[config.mk]
export PLATFORM = sky130hd
export DESIGN_NAME = fractional_frame_pacer
export DESIGN_NICKNAME = d
export VERILOG_FILES = /design/src/design/ffp_pkg.sv /design/src/design/ffp_ctrl.sv /design/src/design/ffp_dp.sv /design/src/design/fractional_frame_pacer.sv
export SDC_FILE = /design/constraint.sdc
export NUM_CORES = 2
export LEC_CHECK = 0
export CORE_AREA = 2 2 391 199
export CTS_CLUSTER_SIZE = 40
export DETAILED_ROUTE_END_ITERATION = 6
export DIE_AREA = 0 0 393 201
export DONT_BUFFER_PORTS = 1
export PLACE_DENSITY = 0.69
export SYNTH_ARGS = -nofsm -noshare
export SYNTH_HDL_FRONTEND = slang
export SYNTH_SLANG_ARGS = --single-unit
[constraint.sdc]
create_clock -name clk -period 14.55 [get_ports clk]
set_input_delay 0.7275 -clock clk [delete_from_list [all_inputs] [get_ports clk]]
set_output_delay 0.7275 -clock clk [all_outputs]
set_load 0.05 [all_outputs]
[src/design/ffp_pkg.sv]
`timescale 1ns / 1ps
// ----------------------------------------------------------------------------
// ffp_pkg
// Shared widths, constants and control types of the fractional frame pacer.
// ----------------------------------------------------------------------------
package ffp_pkg;

	localparam int RATE_W  = 24;
	localparam int CATCH_W = 25;
	localparam int TIME_W  = 32;
	localparam int ACC_W   = 40;
	localparam int PROD_W  = 48;
	localparam int SUM_W   = 62;
	localparam int DVD_W   = 46;
	localparam int FRAC_W  = 16;
	localparam int SHR_W   = 12;
	localparam int CNT_W   = 6;
	localparam int IDX_W   = 2;

	localparam int MUL_STEPS = CATCH_W;
	localparam int DIV_STEPS = DVD_W;

	localparam logic [RATE_W-1:0]  DEF_LOGICAL   = 24'd3072;
	localparam logic [RATE_W-1:0]  DEF_HOST      = 24'd15360;
	localparam logic [CATCH_W-1:0] DEF_CATCHUP   = 25'd524288;
	localparam logic [RATE_W-1:0]  COUNT_MAX     = 24'hFFFFFF;

	localparam logic [IDX_W-1:0] REG_LOGICAL = 2'd0;
	localparam logic [IDX_W-1:0] REG_HOST    = 2'd1;
	localparam logic [IDX_W-1:0] REG_CATCHUP = 2'd2;

	typedef struct packed {
		logic load;
		logic mul_init;
		logic mul_step;
		logic accum;
		logic div_step;
		logic commit;
	} ffp_cmd_t;

	typedef struct packed {
		logic tick;
		logic out_free;
	} ffp_sts_t;

endpackage

[src/design/ffp_ctrl.sv]
`timescale 1ns / 1ps
// ----------------------------------------------------------------------------
// ffp_ctrl
// Sequencer: load, rate product, serial multiply, accumulate, serial divide, commit.
// ----------------------------------------------------------------------------
module ffp_ctrl (
	input  logic              clk,
	input  logic              arst_n,
	input  logic              in_valid,
	output logic              in_stall,
	input  ffp_pkg::ffp_sts_t sts,
	output ffp_pkg::ffp_cmd_t cmd
);

	localparam logic [2:0] S_IDLE = 3'd0;
	localparam logic [2:0] S_PREP = 3'd1;
	localparam logic [2:0] S_MUL  = 3'd2;
	localparam logic [2:0] S_ADD  = 3'd3;
	localparam logic [2:0] S_DIV  = 3'd4;
	localparam logic [2:0] S_DONE = 3'd5;

	logic [2:0]               state_q;
	logic [2:0]               state_d;
	logic [ffp_pkg::CNT_W-1:0] cnt_q;
	logic [ffp_pkg::CNT_W-1:0] cnt_d;

	assign in_stall = (state_q != S_IDLE);

	always_comb begin
		state_d = state_q;
		cnt_d   = cnt_q;
		cmd     = '0;
		case (state_q)
			S_IDLE: begin
				if (in_valid) begin
					cmd.load = 1'b1;
					state_d  = S_PREP;
				end
			end
			S_PREP: begin
				cnt_d = '0;
				if (sts.tick) begin
					state_d = S_ADD;
				end else begin
					cmd.mul_init = 1'b1;
					state_d      = S_MUL;
				end
			end
			S_MUL: begin
				cmd.mul_step = 1'b1;
				if (cnt_q == ffp_pkg::CNT_W'(ffp_pkg::MUL_STEPS - 1)) begin
					cnt_d   = '0;
					state_d = S_ADD;
				end else begin
					cnt_d = cnt_q + ffp_pkg::CNT_W'(1);
				end
			end
			S_ADD: begin
				cmd.accum = 1'b1;
				cnt_d     = '0;
				state_d   = S_DIV;
			end
			S_DIV: begin
				cmd.div_step = 1'b1;
				if (cnt_q == ffp_pkg::CNT_W'(ffp_pkg::DIV_STEPS - 1)) begin
					cnt_d   = '0;
					state_d = S_DONE;
				end else begin
					cnt_d = cnt_q + ffp_pkg::CNT_W'(1);
				end
			end
			S_DONE: begin
				if (sts.out_free) begin
					cmd.commit = 1'b1;
					state_d    = S_IDLE;
				end
			end
			default: begin
				state_d = S_IDLE;
			end
		endcase
	end

	always_ff @(posedge clk or negedge arst_n) begin
		if (!arst_n) begin
			state_q <= S_IDLE;
			cnt_q   <= '0;
		end else begin
			state_q <= state_d;
			cnt_q   <= cnt_d;
		end
	end

endmodule

[src/design/ffp_dp.sv]
`timescale 1ns / 1ps
// ----------------------------------------------------------------------------
// ffp_dp
// Datapath: time clamp, shift-add multiplier, accumulator, restoring divider.
// ----------------------------------------------------------------------------
module ffp_dp (
	input  logic                               clk,
	input  logic                               arst_n,
	input  ffp_pkg::ffp_cmd_t                  cmd,
	input  logic                               action,
	input  logic signed [ffp_pkg::TIME_W-1:0]  elapsed_time,
	input  logic [ffp_pkg::RATE_W-1:0]         lr_eff,
	input  logic [ffp_pkg::RATE_W-1:0]         hr_eff,
	input  logic [ffp_pkg::CATCH_W-1:0]        max_catchup,
	output logic                               tick,
	output logic [ffp_pkg::RATE_W-1:0]         count
);

	logic                          tick_q;
	logic [ffp_pkg::CATCH_W-1:0]   t_q;
	logic [ffp_pkg::PROD_W-1:0]    p_q;
	logic [ffp_pkg::PROD_W-1:0]    mhi_q;
	logic [ffp_pkg::CATCH_W-1:0]   mlo_q;
	logic [ffp_pkg::DVD_W-1:0]     dvd_q;
	logic [ffp_pkg::FRAC_W-1:0]    low_q;
	logic [ffp_pkg::RATE_W-1:0]    rem_q;
	logic [ffp_pkg::ACC_W-1:0]     acc_q;

	logic [ffp_pkg::CATCH_W-1:0]   t_clamp;
	logic [ffp_pkg::PROD_W:0]      mul_sum;
	logic [ffp_pkg::SUM_W-1:0]     addend;
	logic [ffp_pkg::SUM_W-1:0]     sum;
	logic [ffp_pkg::RATE_W:0]      trial;
	logic [ffp_pkg::RATE_W:0]      diff;
	logic                          qbit;

	assign tick = tick_q;

	// negative time adds nothing, long gaps are capped
	always_comb begin
		if (elapsed_time[ffp_pkg::TIME_W-1]) begin
			t_clamp = '0;
		end else if (elapsed_time[ffp_pkg::TIME_W-2:0] >
				{{(ffp_pkg::TIME_W-1-ffp_pkg::CATCH_W){1'b0}}, max_catchup}) begin
			t_clamp = max_catchup;
		end else begin
			t_clamp = elapsed_time[ffp_pkg::CATCH_W-1:0];
		end
	end

	assign mul_sum = {1'b0, mhi_q} + (mlo_q[0] ? {1'b0, p_q} : '0);

	always_comb begin
		if (tick_q) begin
			addend = {{(ffp_pkg::SUM_W-ffp_pkg::ACC_W){1'b0}}, lr_eff,
				{ffp_pkg::FRAC_W{1'b0}}};
		end else begin
			addend = {1'b0, mhi_q, mlo_q[ffp_pkg::CATCH_W-1:ffp_pkg::SHR_W]};
		end
	end

	assign sum   = {{(ffp_pkg::SUM_W-ffp_pkg::ACC_W){1'b0}}, acc_q} + addend;
	assign trial = {rem_q, dvd_q[ffp_pkg::DVD_W-1]};
	assign diff  = trial - {1'b0, hr_eff};
	assign qbit  = (trial >= {1'b0, hr_eff});

	assign count = (|dvd_q[ffp_pkg::DVD_W-1:ffp_pkg::RATE_W]) ? ffp_pkg::COUNT_MAX
		: dvd_q[ffp_pkg::RATE_W-1:0];

	always_ff @(posedge clk) begin
		if (cmd.load) begin
			tick_q <= ~action;
			t_q    <= t_clamp;
		end
		if (cmd.mul_init) begin
			p_q   <= ffp_pkg::PROD_W'(lr_eff) * ffp_pkg::PROD_W'(hr_eff);
			mhi_q <= '0;
			mlo_q <= t_q;
		end else if (cmd.mul_step) begin
			mhi_q <= mul_sum[ffp_pkg::PROD_W:1];
			mlo_q <= {mul_sum[0], mlo_q[ffp_pkg::CATCH_W-1:1]};
		end
		if (cmd.accum) begin
			dvd_q <= sum[ffp_pkg::SUM_W-1:ffp_pkg::FRAC_W];
			low_q <= sum[ffp_pkg::FRAC_W-1:0];
			rem_q <= '0;
		end else if (cmd.div_step) begin
			dvd_q <= {dvd_q[ffp_pkg::DVD_W-2:0], qbit};
			rem_q <= qbit ? diff[ffp_pkg::RATE_W-1:0] : trial[ffp_pkg::RATE_W-1:0];
		end
	end

	always_ff @(posedge clk or negedge arst_n) begin
		if (!arst_n) begin
			acc_q <= '0;
		end else if (cmd.commit) begin
			acc_q <= {rem_q, low_q};
		end
	end

endmodule

[src/design/fractional_frame_pacer.sv]
`timescale 1ns / 1ps
// ----------------------------------------------------------------------------
// fractional_frame_pacer
// Phase accumulator that turns host ticks or elapsed time into frame counts.
// ----------------------------------------------------------------------------
// One item is worked on at a time. A host tick skips the multiply; an
// elapsed-time item first has a shift-add multiply of the rate product by
// the clamped time. Both run a restoring divide by the host threshold, one
// quotient bit per cycle. The result sits in an output register, so a new
// item is taken while it waits; the next result is held back only until
// that one is taken. Rate registers at zero select 12 Hz and 60 Hz. The user
// must write configuration only while idle; the block does not enforce it.
module fractional_frame_pacer (
	input  logic                              clk,
	input  logic                              arst_n,
	input  logic                              in_valid,
	output logic                              in_stall,
	input  logic                              action,
	input  logic signed [ffp_pkg::TIME_W-1:0] elapsed_time,
	output logic                              out_valid,
	input  logic                              out_stall,
	output logic [ffp_pkg::RATE_W-1:0]        frame_count,
	input  logic                              cfg_valid,
	output logic                              cfg_ready,
	input  logic [ffp_pkg::IDX_W-1:0]         cfg_index,
	input  logic [ffp_pkg::CATCH_W-1:0]       cfg_data
);

	logic [ffp_pkg::RATE_W-1:0]  logical_q;
	logic [ffp_pkg::RATE_W-1:0]  host_q;
	logic [ffp_pkg::CATCH_W-1:0] catchup_q;
	logic [ffp_pkg::RATE_W-1:0]  lr_eff;
	logic [ffp_pkg::RATE_W-1:0]  hr_eff;
	logic [ffp_pkg::RATE_W-1:0]  count;
	logic [ffp_pkg::RATE_W-1:0]  frame_count_q;
	logic                        out_valid_q;
	logic                        tick;
	ffp_pkg::ffp_cmd_t           cmd;
	ffp_pkg::ffp_sts_t           sts;

	assign cfg_ready   = 1'b1;
	assign lr_eff      = (logical_q == '0) ? ffp_pkg::DEF_LOGICAL : logical_q;
	assign hr_eff      = (host_q == '0) ? ffp_pkg::DEF_HOST : host_q;
	assign out_valid   = out_valid_q;
	assign frame_count = frame_count_q;

	assign sts.tick     = tick;
	assign sts.out_free = ~out_valid_q | ~out_stall;

	always_ff @(posedge clk or negedge arst_n) begin
		if (!arst_n) begin
			logical_q <= ffp_pkg::DEF_LOGICAL;
			host_q    <= ffp_pkg::DEF_HOST;
			catchup_q <= ffp_pkg::DEF_CATCHUP;
		end else if (cfg_valid && cfg_ready) begin
			case (cfg_index)
				ffp_pkg::REG_LOGICAL: logical_q <= cfg_data[ffp_pkg::RATE_W-1:0];
				ffp_pkg::REG_HOST:    host_q    <= cfg_data[ffp_pkg::RATE_W-1:0];
				ffp_pkg::REG_CATCHUP: catchup_q <= cfg_data;
				default: begin
				end
			endcase
		end
	end

	always_ff @(posedge clk or negedge arst_n) begin
		if (!arst_n) begin
			out_valid_q <= 1'b0;
		end else if (cmd.commit) begin
			out_valid_q <= 1'b1;
		end else if (!out_stall) begin
			out_valid_q <= 1'b0;
		end
	end

	always_ff @(posedge clk) begin
		if (cmd.commit) begin
			frame_count_q <= count;
		end
	end

	ffp_ctrl u_ctrl (
		.clk      (clk),
		.arst_n   (arst_n),
		.in_valid (in_valid),
		.in_stall (in_stall),
		.sts      (sts),
		.cmd      (cmd)
	);

	ffp_dp u_dp (
		.clk          (clk),
		.arst_n       (arst_n),
		.cmd          (cmd),
		.action       (action),
		.elapsed_time (elapsed_time),
		.lr_eff       (lr_eff),
		.hr_eff       (hr_eff),
		.max_catchup  (catchup_q),
		.tick         (tick),
		.count        (count)
	);

	a_commit_free: assert property (@(posedge clk) disable iff (!arst_n)
		cmd.commit |-> (!out_valid_q || !out_stall))
		else $error("result committed over an untaken result");

	a_busy_after_accept: assert property (@(posedge clk) disable iff (!arst_n)
		(in_valid && !in_stall) |=> in_stall)
		else $error("accepted transaction did not start work");

	a_result_from_work: assert property (@(posedge clk) disable iff (!arst_n)
		$rose(out_valid_q) |-> $past(in_stall))
		else $error("result appeared without work in progress");

endmodule

== Word level (Yosys, flattened, before mapping) ==
Cells that the tools add are included.

* Flip-flop bits (word level): 380
* Output and inout port bits: 27
* Input port bits: 65

* Multiplexer cells: 30
* $lt $le $gt $ge: 2
* Reduce and logical (&&, ||, !) cells: 14
* $mul: 1
* Eq/ne operators: 14
* $add $sub $neg: 4
* Bitwise operators: 4

{| class="wikitable"
|+ Operators by type and width
! kind !! count
|-
| 46-bit two-way mux || 2
|-
| 25-bit two-way mux || 3
|-
| 24-bit two-way mux || 3
|-
| 40-bit by 61-bit adder with 62-bit output || 1
|-
| 61-bit two-way mux || 1
|-
| 48-bit by 49-bit adder with 49-bit output || 1
|-
| 24-bit zero test || 2
|-
| 24-bit by 24-bit multiplier with 48-bit output || 1
|-
| 48-bit two-way mux || 1
|-
| 31-bit by 25-bit > comparator with 1-bit output || 1
|-
| 25-bit by 24-bit >= comparator with 1-bit output || 1
|-
| 24-bit subtractor || 1
|-
| 22-bit OR reduction || 1
|-
| 3-bit case mux with 6 select lines || 1
|-
| 6-bit case mux with 3 select lines || 1
|-
| 1-bit two-way mux || 12
|-
| 3-bit two-way mux || 4
|-
| 6-bit two-way mux || 2
|-
| 6-bit by 1-bit adder with 6-bit output, second input constant || 1
|-
| 3-bit by 2-bit equality test with 1-bit output, second input constant || 2
|-
| 3-bit equality test, second input constant || 2
|-
| 6-bit by 5-bit equality test with 1-bit output, second input constant || 1
|-
| 6-bit equality test, second input constant || 1
|-
| 2-bit by 1-bit inequality test with 1-bit output, second input constant || 3
|-
| other kinds (13) || 20
|}

== Logic depth before layout (Yosys ltp) ==
* Word-level depth: 5
* Mapped depth: 34
* Gate-level depth less buffers: 30

== Modules after synthesis ==
A second synthesis with hierarchy kept.

* Cell total of the unflattened synthesis: 4,445
* Area, all modules: 42,178.0 sq um

{| class="wikitable"
|+ Modules (own cells, without submodules)
! module !! area each (sq um) !! cells an instance !! times used
|-
| ffp_dp || 37,772.5 || 4,131 || 1
|-
| fractional_frame_pacer || 3,832.4 || 248 || 1
|-
| ffp_ctrl || 573.0 || 66 || 1
|}

== Least setup slack after synthesis ==
No wires, ideal clock.

* Path kind: flip-flop to flip-flop
* Start: register logical_q[1] (netlist name)
* End: register u_dp.p_q[45] (netlist name) (data pin)
* Stages on the path, launching flop included: 34
* Library setup time: 262 ps
* Path slack: 6,711 ps
* Period minus slack after synthesis: 7,839 ps
* Path buffers: 3
* Arrival time: 7,577 ps
* Cells stage by stage: dfrtp_1 clkbuf_1 nor4_1 nand4_1 nor2_1 or2_2 clkbuf_1 clkbuf_1 nand2_1 fa_1 inv_1 fa_1 inv_1 fa_1 inv_1 fa_1 inv_1 fa_1 inv_1 fa_1 inv_1 fa_1 inv_1 ha_1 a21oi_1 o21ai_0 a32o_1 o21bai_1 nand3_1 a21o_1 a311oi_2 o31ai_1 a211oi_1 xnor2_1

* Cells in the longest elaborated chain, start to end: 3

{| class="wikitable"
|+ RTL lines
! element !! line !! source
|-
| start: declaration || fractional_frame_pacer.sv:29 || <nowiki>logic [ffp_pkg::RATE_W-1:0] logical_q;</nowiki>
|-
| start signal: assignment || fractional_frame_pacer.sv:52 || <nowiki>logical_q <= ffp_pkg::DEF_LOGICAL;</nowiki>
|-
| start signal: assignment || fractional_frame_pacer.sv:57 || <nowiki>ffp_pkg::REG_LOGICAL: logical_q <= cfg_data[ffp_pkg::RATE_W-1:0];</nowiki>
|-
| 24-bit zero test || fractional_frame_pacer.sv:42 || <nowiki>assign lr_eff = (logical_q == '0) ? ffp_pkg::DEF_LOGICAL : logical_q;</nowiki>
|-
| 24-bit two-way mux * || fractional_frame_pacer.sv:42 ||
|-
| 24-bit by 24-bit multiplier with 48-bit output * || ffp_dp.sv:76 || <nowiki>p_q <= ffp_pkg::PROD_W'(lr_eff) * ffp_pkg::PROD_W'(hr_eff);</nowiki>
|-
| end signal: assignment || ffp_dp.sv:76 ||
|-
| end: declaration || ffp_dp.sv:21 || <nowiki>logic [ffp_pkg::PROD_W-1:0] p_q;</nowiki>
|}

Every way passes the cells marked *; elsewhere a longest branch is shown, timed or not.
A chain may end at the register's enable or synchronous reset.

== Worst setup path after layout ==
* Start: register logical_q[22] (netlist name)
* End: register u_dp.p_q[47] (netlist name) (data pin)

Same word-level chain as after synthesis.

==> reports/metrics.cfg <==
[sta]
finalWorstSetupSlack_ns=4.67
setup_violations=0
skew_ns=0.0343
tns_ns=0
fmaxAchievable_ghz=0.101
maxSlewViolCount=0
slew_headroom_pct=9.05
finalCritPeriodShare_pct=67.9
rsz0062_at_grt=no
worst_slew_pin_slew_ns=1.35
period_minus_slack_ns=9.88
hold_viol=0

[worst_setup_path]
slowest_stage=o31ai_1
cp.arrival_ns=10.18
crit_fanout=27
worst_setup_path_end_kind=register
crit_type=register to register
r2r_end=u_dp.p_q[47]
worstSetupStartpointType=register
slowest_delay_ns=1.07
reg2reg_from=logical_q[22]
startpoint=logical_q[22]
critPathCapture=u_dp.p_q[47]
ff2ff_path_depth=31
rrSetupSlack_ns=4.67
crit_required_ns=14.86

[cts]
cts-buffers-inserted=34
htree_levels=2
ctsHoldBuffers=2
clk_transition_reported_paths_ns=0.08
clockBufferDepth=3
cts_tree=built
cts_setup_buffers=0
cts-resized-gates=0
cts_sinks=380
clock_latency_ns=0.58
cts-root-buf=clkbuf_16

[detailed_routing]
antenna_left=0
drtIter0Drc=3345
drc=0
wl_per_cell_um=22.0
drtPass1Iterations=6
vias=31149
wl_mm=119
routed_via_density=5.78

[logic_synthesis]
synth-seq-area-share_pct=24.4
ys_async_sr_fraction_pct=32.4
synth_area_leaders=fa_1 (24%), edfxtp_1 (13%), ha_1 (9.5%)
synth.largest_area_cell=fa_1
syn-num-nets=5321
synth_top_family_by_area=adder cells
yosysWarnings=0
yosysUniqueCellTypes=79
synth_seq_cells=380
synth_cells=4457
synthXorXnorAreaFrac_pct=3.35
synth_simple_gate_area_share_pct=16.7
synthTopCellsByCount=inv_1 (637), nand2_1 (637), fa_1 (485)
synth_compound_area_share_pct=9.82
synth_top_area_share_pct=23.5
synthAdderAreaFrac_pct=33.0
synth-main-ff-cell=edfxtp_1
avgSynthCellArea_um2=9.26
synth_edf_count=185
synth.area.mux_share_pct=4.55
synthesis.area_um2=41300

[floorplan]
dieHeight_um=201
start_util_pct=54.2
pin_count=92
fp.dieArea_um2=79000
die_width_um=393
coreArea_um2=76100
row_count=72

[finish]
drive_above_1_share_pct=6.32
syn_to_final_growth_pct=4.82
fin_nets=5175
final_area_um2=43300
final_util_pct=56.8
fill_cells=6753

[hold_path]
hp-class=primary input to asynchronous set/reset pin

[placement]
dp_hpwl_mm=90.7
placed_cell_area_um2=42100
pre_cts_ws_ns=5.06
place.gp.congestion=0.987
port_buffers=0

[global_route]
grt_util_met2_pct=37.8
grt_use_met1_pct=50.4
use_met3_pct=12.5
grt_usage_pct=30.8
grt.overflow.total=0
grt_start_max_net_pins=121
grt_pass1_wl_mm=187
grt_pass1_vias=30597
antenna_found_initial=12
busiest_layer=met1

[job]
maxCapViolations=0

[outcome]
outcome=finished, final reports clean

## kinds of logic (layout without fill, tap and decap cells)
kind of cell,after synthesis,count (layout)
AOI/OAI and AO/OA,646,646
muxes,172,172
and+or+nand+nor,1424,1424
buffers and inverters,877,757
xor gates and xnor gates,158,158
adders and majority gates,799,799
other,1,16
DFF,380,380
## layer usage
layer | share of wire, % | wire, um
met4 | 1.2 | 1460
met3 | 14 | 16800
met1 | 49 | 57700
met2 | 36 | 42700
met5 | 0.023 | 27
## registers in the layout, indices dropped and copies added (netlist names)
register and count:
u_dp.low_q 16, u_dp.mlo_q 25, host_q 24, out_valid 1, u_dp.tick 1, catchup_q 25
u_ctrl.state_q 3, u_dp.t_q 25, logical_q 24, u_ctrl.cnt_q 6, u_dp.p_q 48, u_dp.dvd_q 46
u_dp.rem_q 24, u_dp.acc_q 40, frame_count 24, u_dp.mhi_q 48
## cell usage in the layout (no fill, tap or decap), types with 15 or more instances in the layout
cell       synthesis  final
inv_1            637    636
nand2_1          637    636
fa_1             485    485
and2_1           341    341
ha_1             314    314
a21oi_1          200    200
edfxtp_1         185    185
o21ai_0          148    148
nor2_1           140    139
mux2_2           125    125
dfrtp_1          116    116
xnor2_1          101    101
a21o_1            88     88
dfxtp_1           72     72
xor2_1            57     57
nand2b_1          55     55
buf_4              4     54
nand3_1           51     51
mux2i_1           47     47
nor2b_1           40     40
nand4_1           38     38
clkbuf_16          0     35
nor3_1            30     29
and3_1            26     26
o21bai_1          26     26
a31oi_1           25     25
a211oi_1          22     22
o21a_1            22     22
nor4_1            18     17
diode_2            0     15
o31ai_1           15     15
## how the worst min path moves through the flow
stage	from	end	slack (ns)	cells past startpoint
after detailed placement	u_dp.low_q[11]	u_dp.acc_q[11]	0.42	2
final	arst_n	catchup_q[11]	0.12	1
after CTS	arst_n	host_q[14]	0.15	1
after floorplan	u_dp.low_q[0]	u_dp.acc_q[0]	0.41	2
after global routing	arst_n	catchup_q[11]	0.17	1
after global placement	u_dp.low_q[5]	u_dp.acc_q[5]	0.42	2
## worst max-delay path, delay by kind of cell (launching register included)
family	cells	cell delay, ns
flops	1	0.36
xor+xnor	1	0.08
compound gates	9	2.86
fa+ha+maj	8	3.97
simple gates	5	1.71
buf+inv	8	0.61
## final cells by class
class | count | area (um^2) | area share, %
multi-input combinational | 3200 | 27900 | 64.5
sequential | 380 | 10100 | 23.3
inverter | 639 | 2400 | 5.54
clock inverter | 19 | 175 | 0.405
timing repair buffer | 56 | 443 | 1.02
tap | 1036 | 1300 | 3.00
clock buffer | 43 | 936 | 2.16
antenna | 15 | 37.5 | 0.0867
## through the flow
step / hold WS (ns) / instances
floorplan: 0.415 / 4457
global placement: 0.420 / 5309
detailed placement: 0.423 / 5309
CTS: 0.146 / 5373
global route: 0.168 / 5386
finish: 0.121 / 5388
Power is left out: the tool's default activity adds up to more than one toggle a clock period on the data nets, which glitch-free logic cannot reach.
